## src/hdl/rc4lk_pkg.sv

```systemverilog
// Shared types and constants for the length-keyed RC4 cipher core.
package rc4lk_pkg;

    localparam int unsigned TABLE_DEPTH   = 256;
    localparam int unsigned ADDR_W        = 8;
    localparam int unsigned MAX_KEY_BYTES = 32;
    localparam int unsigned KEY_WORDS     = 4;

    localparam logic [5:0] KEY_LENGTH_RESET = 6'd16;
    localparam logic [5:0] KEY_LENGTH_MAX   = 6'(MAX_KEY_BYTES);

    // Configuration register indexes.
    localparam logic [2:0] CFG_KEY_LENGTH = 3'd0;
    localparam logic [2:0] CFG_KEY_WORD_0 = 3'd1;
    localparam logic [2:0] CFG_KEY_WORD_1 = 3'd2;
    localparam logic [2:0] CFG_KEY_WORD_2 = 3'd3;
    localparam logic [2:0] CFG_KEY_WORD_3 = 3'd4;

    typedef enum logic [3:0] {
        ST_IDLE,
        ST_K_RW,
        ST_K_RJ,
        ST_K_WW,
        ST_K_WJ,
        ST_P_RI,
        ST_P_RJ,
        ST_P_WI,
        ST_P_WJ
    } state_t;

    // Request to the permutation memory for one cycle.
    typedef struct packed {
        logic              clear;
        logic              we;
        logic [ADDR_W-1:0] waddr;
        logic [7:0]        wdata;
        logic [ADDR_W-1:0] raddr;
    } ram_req_t;

endpackage

```

## src/hdl/rc4lk_perm_ram.sv

```systemverilog
// Permutation table memory with write-first forwarding and identity valid bits.
module rc4lk_perm_ram (
    input  logic                   aclk,
    input  logic                   aresetn,
    input  rc4lk_pkg::ram_req_t    req,
    output logic [7:0]             rd_data
);

    logic [7:0]                         mem [rc4lk_pkg::TABLE_DEPTH];
    logic [rc4lk_pkg::TABLE_DEPTH-1:0]  valid_reg;
    logic [7:0]                         rd_mem_reg;
    logic [rc4lk_pkg::ADDR_W-1:0]       rd_addr_reg;
    logic                               rd_use_reg;
    logic                               same_addr;

    assign same_addr = req.we && (req.waddr == req.raddr);

    always_ff @(posedge aclk) begin
        if (req.we) begin
            mem[req.waddr] <= req.wdata;
        end
        if (same_addr) begin
            rd_mem_reg <= req.wdata;
        end else begin
            rd_mem_reg <= mem[req.raddr];
        end
        rd_use_reg  <= same_addr || valid_reg[req.raddr];
        rd_addr_reg <= req.raddr;
    end

    // An entry that has not been written since the last clear holds its own address.
    always_ff @(posedge aclk) begin
        if (!aresetn) begin
            valid_reg <= '0;
        end else if (req.clear) begin
            valid_reg <= '0;
        end else if (req.we) begin
            valid_reg[req.waddr] <= 1'b1;
        end
    end

    assign rd_data = rd_use_reg ? rd_mem_reg : rd_addr_reg;

endmodule

```

## src/hdl/rc4_length_keyed_stream_cipher_core.sv

```systemverilog
// A byte's result loads in ST_P_WJ, after ST_P_RJ and ST_P_WI; a start byte first runs the
// key schedule (identity restore, 256 steps of ST_K_RJ, ST_K_WW, ST_K_WJ), then ST_P_RI.
// The read, read, swap sequence on the single-write-port permutation memory sets the rate;
// a new byte can be taken in ST_P_WJ if the output is free; the key schedule stalls input.
// Reset (aresetn low, synchronous): identity table, i = j = 0, key_length 16, keys zero,
// no result pending.
module rc4_length_keyed_stream_cipher_core (
    input  logic        aclk,
    input  logic        aresetn,
    input  logic        cfg_wr_en,
    input  logic [2:0]  cfg_index,
    input  logic [63:0] cfg_wr_data,
    input  logic        s_valid,
    output logic        s_ready,
    input  logic        s_start_req,
    input  logic [7:0]  s_length_low,
    input  logic [7:0]  s_data_in,
    output logic        m_valid,
    input  logic        m_ready,
    output logic [7:0]  m_data_out
);

    rc4lk_pkg::state_t   state_reg, state_next;
    rc4lk_pkg::ram_req_t ram_req;
    logic [7:0]          rd_data;

    logic [5:0]  key_length_reg;
    logic [63:0] key_word_reg [rc4lk_pkg::KEY_WORDS];

    logic [7:0]  i_reg, j_reg, w_reg;
    logic [4:0]  k_reg;
    logic [7:0]  dep_reg, data_reg;
    logic [7:0]  sa_reg, sb_reg, t_reg;
    logic        m_valid_reg;
    logic [7:0]  m_data_reg;

    logic        in_xfer, out_free, out_load;
    logic [5:0]  klen_eff;
    logic [7:0]  key_byte;
    logic [7:0]  j_ksa;
    logic [7:0]  ks;
    logic        k_wrap;

    rc4lk_perm_ram u_perm_ram (
        .aclk    (aclk),
        .aresetn (aresetn),
        .req     (ram_req),
        .rd_data (rd_data)
    );

    // Configuration registers.
    always_ff @(posedge aclk) begin
        if (!aresetn) begin
            key_length_reg <= rc4lk_pkg::KEY_LENGTH_RESET;
            for (int n = 0; n < rc4lk_pkg::KEY_WORDS; n++) begin
                key_word_reg[n] <= '0;
            end
        end else if (cfg_wr_en) begin
            case (cfg_index)
                rc4lk_pkg::CFG_KEY_LENGTH: key_length_reg  <= cfg_wr_data[5:0];
                rc4lk_pkg::CFG_KEY_WORD_0: key_word_reg[0] <= cfg_wr_data;
                rc4lk_pkg::CFG_KEY_WORD_1: key_word_reg[1] <= cfg_wr_data;
                rc4lk_pkg::CFG_KEY_WORD_2: key_word_reg[2] <= cfg_wr_data;
                rc4lk_pkg::CFG_KEY_WORD_3: key_word_reg[3] <= cfg_wr_data;
                default: ;
            endcase
        end
    end

    // A zero key length acts as one byte; longer than the key store saturates.
    always_comb begin
        if (key_length_reg == 6'd0) begin
            klen_eff = 6'd1;
        end else if (key_length_reg > rc4lk_pkg::KEY_LENGTH_MAX) begin
            klen_eff = rc4lk_pkg::KEY_LENGTH_MAX;
        end else begin
            klen_eff = key_length_reg;
        end
    end

    assign key_byte = key_word_reg[k_reg[4:3]][{k_reg[2:0], 3'b000} +: 8];
    assign k_wrap   = ({1'b0, k_reg} + 6'd1) >= klen_eff;
    assign j_ksa    = j_reg + rd_data + key_byte + dep_reg;

    assign out_free = !m_valid_reg || m_ready;
    assign in_xfer  = s_valid && s_ready;

    // The read of S[s_i + s_j] returned the old S[j]; after the swap that entry holds s_i.
    always_comb begin
        if (t_reg == j_reg) begin
            ks = sa_reg;
        end else if (t_reg == i_reg) begin
            ks = sb_reg;
        end else begin
            ks = rd_data;
        end
    end

    // Next state.
    always_comb begin
        state_next = state_reg;
        case (state_reg)
            rc4lk_pkg::ST_IDLE: begin
                if (in_xfer) begin
                    state_next = s_start_req ? rc4lk_pkg::ST_K_RW : rc4lk_pkg::ST_P_RJ;
                end
            end
            rc4lk_pkg::ST_K_RW: state_next = rc4lk_pkg::ST_K_RJ;
            rc4lk_pkg::ST_K_RJ: state_next = rc4lk_pkg::ST_K_WW;
            rc4lk_pkg::ST_K_WW: state_next = rc4lk_pkg::ST_K_WJ;
            rc4lk_pkg::ST_K_WJ: begin
                state_next = (w_reg == 8'hFF) ? rc4lk_pkg::ST_P_RI : rc4lk_pkg::ST_K_RJ;
            end
            rc4lk_pkg::ST_P_RI: state_next = rc4lk_pkg::ST_P_RJ;
            rc4lk_pkg::ST_P_RJ: state_next = rc4lk_pkg::ST_P_WI;
            rc4lk_pkg::ST_P_WI: state_next = rc4lk_pkg::ST_P_WJ;
            rc4lk_pkg::ST_P_WJ: begin
                if (out_free) begin
                    if (in_xfer) begin
                        state_next = s_start_req ? rc4lk_pkg::ST_K_RW : rc4lk_pkg::ST_P_RJ;
                    end else begin
                        state_next = rc4lk_pkg::ST_IDLE;
                    end
                end
            end
            default: state_next = rc4lk_pkg::ST_IDLE;
        endcase
    end

    // Memory requests, input ready and output load.
    always_comb begin
        ram_req       = '0;
        s_ready       = 1'b0;
        out_load      = 1'b0;
        case (state_reg)
            rc4lk_pkg::ST_IDLE: begin
                s_ready       = 1'b1;
                ram_req.raddr = i_reg + 8'd1;
            end
            rc4lk_pkg::ST_K_RW: begin
                ram_req.raddr = w_reg;
            end
            rc4lk_pkg::ST_K_RJ: begin
                ram_req.raddr = j_ksa;
            end
            rc4lk_pkg::ST_K_WW: begin
                ram_req.we    = 1'b1;
                ram_req.waddr = w_reg;
                ram_req.wdata = rd_data;
            end
            rc4lk_pkg::ST_K_WJ: begin
                ram_req.we    = 1'b1;
                ram_req.waddr = j_reg;
                ram_req.wdata = sa_reg;
                ram_req.raddr = w_reg + 8'd1;
            end
            rc4lk_pkg::ST_P_RI: begin
                ram_req.raddr = i_reg + 8'd1;
            end
            rc4lk_pkg::ST_P_RJ: begin
                ram_req.raddr = j_reg + rd_data;
            end
            rc4lk_pkg::ST_P_WI: begin
                ram_req.we    = 1'b1;
                ram_req.waddr = i_reg;
                ram_req.wdata = rd_data;
                ram_req.raddr = sa_reg + rd_data;
            end
            rc4lk_pkg::ST_P_WJ: begin
                ram_req.we    = 1'b1;
                ram_req.waddr = j_reg;
                ram_req.wdata = sa_reg;
                s_ready       = out_free;
                out_load      = out_free;
                // While the result waits, keep reading the keystream entry so it stays valid.
                ram_req.raddr = (out_free && s_valid && !s_start_req) ? (i_reg + 8'd1) : t_reg;
            end
            default: ;
        endcase
        ram_req.clear = in_xfer && s_start_req;
    end

    always_ff @(posedge aclk) begin
        if (!aresetn) begin
            state_reg <= rc4lk_pkg::ST_IDLE;
        end else begin
            state_reg <= state_next;
        end
    end

    // Indexes and working registers.
    always_ff @(posedge aclk) begin
        if (!aresetn) begin
            i_reg <= '0;
            j_reg <= '0;
        end else begin
            if (in_xfer) begin
                if (s_start_req) begin
                    j_reg <= '0;
                end else begin
                    i_reg <= i_reg + 8'd1;
                end
            end
            case (state_reg)
                rc4lk_pkg::ST_K_RJ: j_reg <= j_ksa;
                rc4lk_pkg::ST_K_WJ: begin
                    if (w_reg == 8'hFF) begin
                        i_reg <= '0;
                        j_reg <= '0;
                    end
                end
                rc4lk_pkg::ST_P_RI: i_reg <= i_reg + 8'd1;
                rc4lk_pkg::ST_P_RJ: j_reg <= j_reg + rd_data;
                default: ;
            endcase
        end
    end

    always_ff @(posedge aclk) begin
        if (in_xfer) begin
            data_reg <= s_data_in;
            if (s_start_req) begin
                dep_reg <= {s_length_low[6:0], 1'b0};
                w_reg   <= '0;
                k_reg   <= '0;
            end
        end
        case (state_reg)
            rc4lk_pkg::ST_K_RJ: sa_reg <= rd_data;
            rc4lk_pkg::ST_K_WJ: begin
                w_reg <= w_reg + 8'd1;
                k_reg <= k_wrap ? 5'd0 : (k_reg + 5'd1);
            end
            rc4lk_pkg::ST_P_RJ: sa_reg <= rd_data;
            rc4lk_pkg::ST_P_WI: begin
                sb_reg <= rd_data;
                t_reg  <= sa_reg + rd_data;
            end
            default: ;
        endcase
    end

    // Output register: holds one result until its transfer.
    always_ff @(posedge aclk) begin
        if (!aresetn) begin
            m_valid_reg <= 1'b0;
        end else if (out_load) begin
            m_valid_reg <= 1'b1;
        end else if (m_ready) begin
            m_valid_reg <= 1'b0;
        end
    end

    always_ff @(posedge aclk) begin
        if (out_load) begin
            m_data_reg <= data_reg ^ ks;
        end
    end

    assign m_valid    = m_valid_reg;
    assign m_data_out = m_data_reg;

endmodule

```

## config.mk

```make
export PLATFORM = sky130hd
export DESIGN_NAME = rc4_length_keyed_stream_cipher_core
export DESIGN_NICKNAME = d
export VERILOG_FILES = /design/src/hdl/rc4lk_pkg.sv /design/src/hdl/rc4lk_perm_ram.sv /design/src/hdl/rc4_length_keyed_stream_cipher_core.sv
export SDC_FILE = /design/constraint.sdc
export NUM_CORES = 2
export LEC_CHECK = 0
export ABC_AREA = 1
export ABC_CLOCK_PERIOD_IN_PS = 18000
export BUFFER_PORTS_ARGS = -buffer_cell sky130_fd_sc_hd__buf_4
export CAP_MARGIN = 30
export CELL_PAD_IN_SITES_DETAIL_PLACEMENT = 0
export CELL_PAD_IN_SITES_GLOBAL_PLACEMENT = 2
export CORE_MARGIN = 2
export CORE_UTILIZATION = 43
export DETAILED_ROUTE_END_ITERATION = 8
export HOLD_SLACK_MARGIN = 0.1
export PLACE_DENSITY = 0.82
export SYNTH_ARGS = -nofsm -noshare
export SYNTH_HDL_FRONTEND = slang
export SYNTH_SLANG_ARGS = --single-unit
```

## constraint.sdc

```tcl
create_clock -name aclk -period 18 [get_ports aclk]
set_clock_uncertainty 0.05 [all_clocks]
set_input_delay 5.4 -clock aclk [delete_from_list [all_inputs] [get_ports aclk]]
set_output_delay 5.4 -clock aclk [all_outputs]
set_load 0.02 [all_outputs]
```

# After elaboration in Yosys (flattened, before gate mapping)
# Memories as Yosys holds them, arrays and structs flattened. A register that Yosys moved wholly into a read port is not among the register bits.
# Cells that the tools add are included.
[word_totals]
regBits = 352
latch_bits = 0
mem_bits_rw = 2304
mem_bits_ro = 0
input_bits = 89
n_memories = 2
[memory_table]
columns = ["memory", "words", "word_bits", "read_ports", "rd_ports_with_merged_regs", "write_ports", "line", "source"]
rows = [
  ["u_perm_ram.mem", 256, 8, 1, 1, 1, "rc4lk_perm_ram.sv:9", "logic [7:0] mem [rc4lk_pkg::TABLE_DEPTH];"],
  ["key_word_reg", 4, 64, 1, 1, 4, "rc4_length_keyed_stream_cipher_core.sv:28", "logic [63:0] key_word_reg [rc4lk_pkg::KEY_WORDS];"],
]
[op_classes]
n_addsub = 8
multipliers = 0
n_div = 0
order_cmp = 5
eq_ne = 18
shifts = 1
muxes = 61
n_bitwise = 7
reduce_logical = 24
[ops]
columns = ["operator", "count"]
rows = [
  ["$mux 64", 4],
  ["$or 256x256->256", 1],
  ["$mux 8", 13],
  ["$shiftx 64x7->8", 1],
  ["$pmux 8 s7", 1],
  ["$pmux 17 s3", 1],
  ["$pmux 4 s9", 1],
  ["$add 8x8->8", 4],
  ["$eq 8x8->1", 3],
  ["$mux 1", 24],
  ["$pmux 8 s3", 1],
  ["$mux 5", 4],
  ["$lt 8x9->1 const B", 2],
  ["$add 8x1->8 const B", 2],
  ["$eq 4x3->1 const B", 4],
  ["$pmux 8 s2", 1],
  ["$mux 6", 2],
  ["$mux 3", 3],
  ["$bmux 1 s8", 1],
  ["$demux 1 s8", 1],
  ["$eq 4x2->1 const B", 2],
  ["$eq 8x8->1 const B", 1],
  ["$ge 8x1->1 const B", 1],
  ["$mux 4", 2],
  ["other kinds (24)", 44],
]

# Logic depth before layout (Yosys ltp)
[logic_depth]
depth_word = 9
depth_mapped = 42
mapped_depth_nobuf = 37

# By module
# Synthesis repeated with hierarchy kept, for this count alone.
[hier_totals]
hier_cells = 10356
hier_area_um2 = 111030.2
[modules_own_cells]
columns = ["module", "n_inst", "cells_each", "area_per_inst_um2"]
rows = [
  ["rc4lk_perm_ram", 1, 8653, 94117.8],
  ["rc4_length_keyed_stream_cipher_core", 1, 1703, 16912.5],
]

# Worst setup path after synthesis
# OpenSTA, ideal clock, no wires.
[synth_timing]
kind = "flip-flop to flip-flop"
startpoint = "reg u_perm_ram.rd_addr_reg[2] (netlist name)"
endpoint = "mem u_perm_ram.mem[0][1] (data pin)"
setup_time_ns = 2.187
arrival_ns = 11.818
slack_ns = 3.945
stages_incl_launch_ff = 16
path_buffers = 4
path_cell_list = "dfxtp_1 -> buf_2 -> clkinv_1 -> buf_4 -> clkbuf_1 -> clkbuf_1 -> nand2_1 -> nand3_1 -> nand3_1 -> nand3_1 -> nand3_1 -> nand2_1 -> nand2_1 -> nand3_2 -> inv_2 -> o21ai_0"
[synth_lines]
columns = ["item", "line"]
rows = [
  ["end: declaration", "rc4lk_perm_ram.sv:9"],
]

# Worst setup path after layout
[layout_timing]
startpoint = "in m_ready"
endpoint = "out s_ready"
[layout_between]
elab_chain_len = 2
[layout_lines]
columns = ["item", "line", "source"]
rows = [
  ["start: declaration", "rc4_length_keyed_stream_cipher_core.sv:19", "input logic m_ready,"],
  ["$logic_or 1x1->1", "rc4_length_keyed_stream_cipher_core.sv:85", "assign out_free = !m_valid_reg || m_ready;"],
  ["$pmux 1 s2", "rc4_length_keyed_stream_cipher_core.sv:135", "case (state_reg)"],
  ["end: declaration", "rc4_length_keyed_stream_cipher_core.sv:14", "output logic s_ready,"],
]
# No other way between the ends.

==> run_results.csv <==
group,metric,value,unit
routing,routed_wirelength,327000,um
global_routing,grt_use_total,24.6,%
clock_tree,clock_path_buffers,4,
timing,fmax,86.6,MHz
floorplan,die_w,509,um
worst_setup_path,timing.critical_path.required,12.55,ns
global_routing,grt_max_degree,221,
final_layout,fillers,22800,
synthesis,synth_area,110000,um^2
power_and_ir_drop,seq_power_share,36.4,%
timing,worst_slew_pin_slew,1.32,ns
synthesis,synthFlopType,"edfxtp_1",
routing,drt_first_iter_violations,7946,
place,portBuffers,97,
synthesis,async_flop_share,0,%
power_and_ir_drop,p_leak,42.1,nW
timing,finalSetupTns,0,ns
clock_tree,cts_tree,"built",
worst_setup_path,worstSetupEndpointType,"output pin",
clock_tree,numCtsBuffers,295,
timing,rsz0062_at_grt,"false",
clock_tree,hold_buffers,0,
global_routing,grt_pass1_wl,476000,um
synthesis,synth-edff-count,2364,
final_layout,drive_gt1_share,7.68,%
synthesis,ys_ff_latch,2658,
synthesis,synth_nets,9909,
worst_setup_path,crit_type,"input pin to output pin",
clock_tree,cts_root_buf,"clkbuf_16",
routing,vias_per_cell,5.69,
power_and_ir_drop,powerDensity,162,nW/um^2
hold_path,min_path_type,"flop to flop",
final_layout,largest_reg_flops,2048,
place,dp_hpwl,182000,um
final_layout,syn2layout_area_growth,12.0,%
worst_setup_path,cp.arrival,6.10,ns
synthesis,syn_area_per_cell,11.2,um^2
floorplan,placeableCoreArea,254000,um^2
timing,finalSetupViolations,0,
worst_setup_path,worstRegToRegCells,38,
global_routing,grt_pass1_vias,72300,
synthesis,yosysSeqAreaShare,70.0,%
power_and_ir_drop,finalPower,19.9,mW
flow_run,maxCapViolations,0,
power_and_ir_drop,p_switching,7.57,mW
timing,finalCritPeriodShare,64.2,%
hold_path,whs_path_depth,2,
floorplan,io_pins,99,
worst_setup_path,cp_max_fo,2,
clock_tree,post_cts_buffers,0,
global_routing,antenna_found_initial,7,
routing,drc,0,
floorplan,die-area,260000,um^2
floorplan,rows,185,
synthesis,synth.distinct_cells,50,
power_and_ir_drop,p_clk_share,29.5,%
timing,slew_headroom,12.2,%
outcome,status,"finished clean",
floorplan,initial_core_util,43.2,%
floorplan,die_h,509,um
timing,period_minus_slack,11.55,ns
synthesis,postSynthCellCount,9781,
clock_tree,postCtsResizedCells,0,
synthesis,ys_warn_count,0,
worst_setup_path,crit_path_start_kind,"input pin",
clock_tree,clk_latency,0.96,ns
routing,ant_nets,0,
clock_tree,cts_sinks,2658,
final_layout,fin_nets,9846,
clock_tree,path_clk_slew,0.06,ns
routing,routedWlPerCell,24.6,um
timing,hold_viol,0,
global_routing,grt-ovfl-total,0,
power_and_ir_drop,pwr-share-comb,34.0,%
routing,via_count,75700,
power_and_ir_drop,intPower,12.3,mW
timing,maxSlewViolCount,0,
power_and_ir_drop,vdd_drop_max,0.000207,V
place,gp_congestion,0.841,
routing,first_pass_iters,6,
power_and_ir_drop,swShare,38.0,%
clock_tree,htreeDepth,5,
[stage by stage]
| stage | cell area [um^2] | std cells | hold WS (ns) | utilization, % | setup WS [ns] |
|---|---|---|---|---|---|
| after floorplan | 110000 | 9781 | 0.385 | - | 3.95 |
| after global placement | 113000 | 12700 | 0.393 | 44.4 | 5.79 |
| after detailed placement | 113000 | 12800 | 0.405 | 44.7 | 6.43 |
| after CTS | 123000 | 13300 | 0.418 | 48.3 | 6.42 |
| after global routing | 123000 | 13300 | 0.431 | 48.4 | 6.36 |
| final | 123000 | 13300 | 0.417 | 48.4 | 6.45 |
[cells by family after synthesis]
| family | Yosys count | share of synthesized area [%] |
|---|---|---|
| compound gates | 1775 | 9.22 |
| xor+xnor | 40 | 0.319 |
| fa+ha+maj | 39 | 0.506 |
| buf+inv | 1057 | 4.33 |
| flops | 2658 | 70.0 |
| simple gates | 4212 | 15.7 |
[placed cells by master (no fill, tap or decap), types with 38 or more instances in the layout]
cell type / synthesis / layout
o21ai_0: 1072 / 1070
nand4_1: 66 / 66
clkbuf_1: 290 / 72
dfxtp_1: 294 / 287
o221ai_1: 118 / 118
o211ai_1: 95 / 95
clkinv_1: 2 / 53
nand3_1: 866 / 863
buf_4: 63 / 245
o22ai_1: 358 / 356
nand2_1: 991 / 989
clkbuf_16: 0 / 301
a21oi_1: 52 / 52
o21ai_1: 38 / 38
inv_1: 385 / 381
nor2_1: 2243 / 2240
edfxtp_1: 2364 / 2364
[power by group through the flow]
| stage | Sequential [mW] | Clock, mW | Combinational [mW] |
|---|---|---|---|
| after floorplan | 7.42 | 0 | 4.37 |
| after global routing | 7.26 | 6.19 | 7.34 |
| after CTS | 7.25 | 5.96 | 6.72 |
| final | 7.25 | 5.87 | 6.77 |
| after global placement | 7.38 | 0 | 6.61 |
| after detailed placement | 7.38 | 0 | 6.70 |
[critical path, stage by stage]
cell,delay [ns]
buf_4,0.11
nor2_1,0.14
nor2_1,0.08
nor2_1,0.15
inv_1,0.07
buf_4,0.15
[cells in the mapped netlist (5+ instances only)]
library cell / n / area share, %
a31oi_1: 14 / 0.080
a32oi_1: 5 / 0.040
and3_1: 5 / 0.028
xor2_1: 36 / 0.29
nor3_1: 13 / 0.059
o21ai_0: 1072 / 4.9
a21oi_1: 52 / 0.24
o21ai_1: 38 / 0.17
inv_2: 18 / 0.061
fa_1: 9 / 0.16
ha_1: 30 / 0.34
nand3_2: 6 / 0.055
o21ai_2: 5 / 0.040
nand2_1: 991 / 3.4
o221ai_1: 118 / 0.94
nand4_1: 66 / 0.38
nor2_2: 5 / 0.028
nor2_1: 2243 / 7.7
o211ai_1: 95 / 0.65
or2_2: 6 / 0.034
buf_4: 63 / 0.43
o22ai_1: 358 / 2.0
buf_6: 31 / 0.32
clkbuf_1: 290 / 0.99
nand3_1: 866 / 3.9
buf_2: 230 / 1.0
buf_1: 35 / 0.12
edfxtp_1: 2364 / 65
inv_1: 385 / 1.3
dfxtp_1: 294 / 5.4
[worst paths after layout]
| kind | start | to | slack (ns) |
|---|---|---|---|
| hold / removal | u_perm_ram.valid_reg[240]$_SDFFE_PP0P_ | u_perm_ram.valid_reg[240]$_SDFFE_PP0P_ | 0.42 |
| hold reg to reg | u_perm_ram.valid_reg[240]$_SDFFE_PP0P_ | u_perm_ram.valid_reg[240]$_SDFFE_PP0P_ | 0.42 |
| setup reg to reg | u_perm_ram.rd_addr_reg[0]$_DFF_P_ | u_perm_ram.rd_use_reg$_DFF_P_ | 8.25 |
| setup / recovery | m_ready | s_ready | 6.45 |
[cell type report]
class / count / area, um^2 / area share, %
well taps: 3366 / 4210 / 3.42
multi-input cells: 6066 / 28500 / 23.1
repair buffers: 292 / 2660 / 2.16
inverters: 405 / 1550 / 1.26
flip-flops and latches: 2658 / 76900 / 62.5
diodes: 4 / 10.0 / 0.00813
clock buffers: 391 / 8050 / 6.54
clock inverters: 125 / 1230 / 1.00
[metal layers]
metal	share of wire, %	global-route usage [%]	routed length, um	up-vias
li1	-	-	-	34500
met1	42	34.3	139000	37800
met2	47	39.7	154000	2801
met3	7.5	3.94	24600	523
met4	3.0	7.85	9850	4
met5	0.0049	0	16	-
No activity file was read; power rests on OpenSTA's default activity.
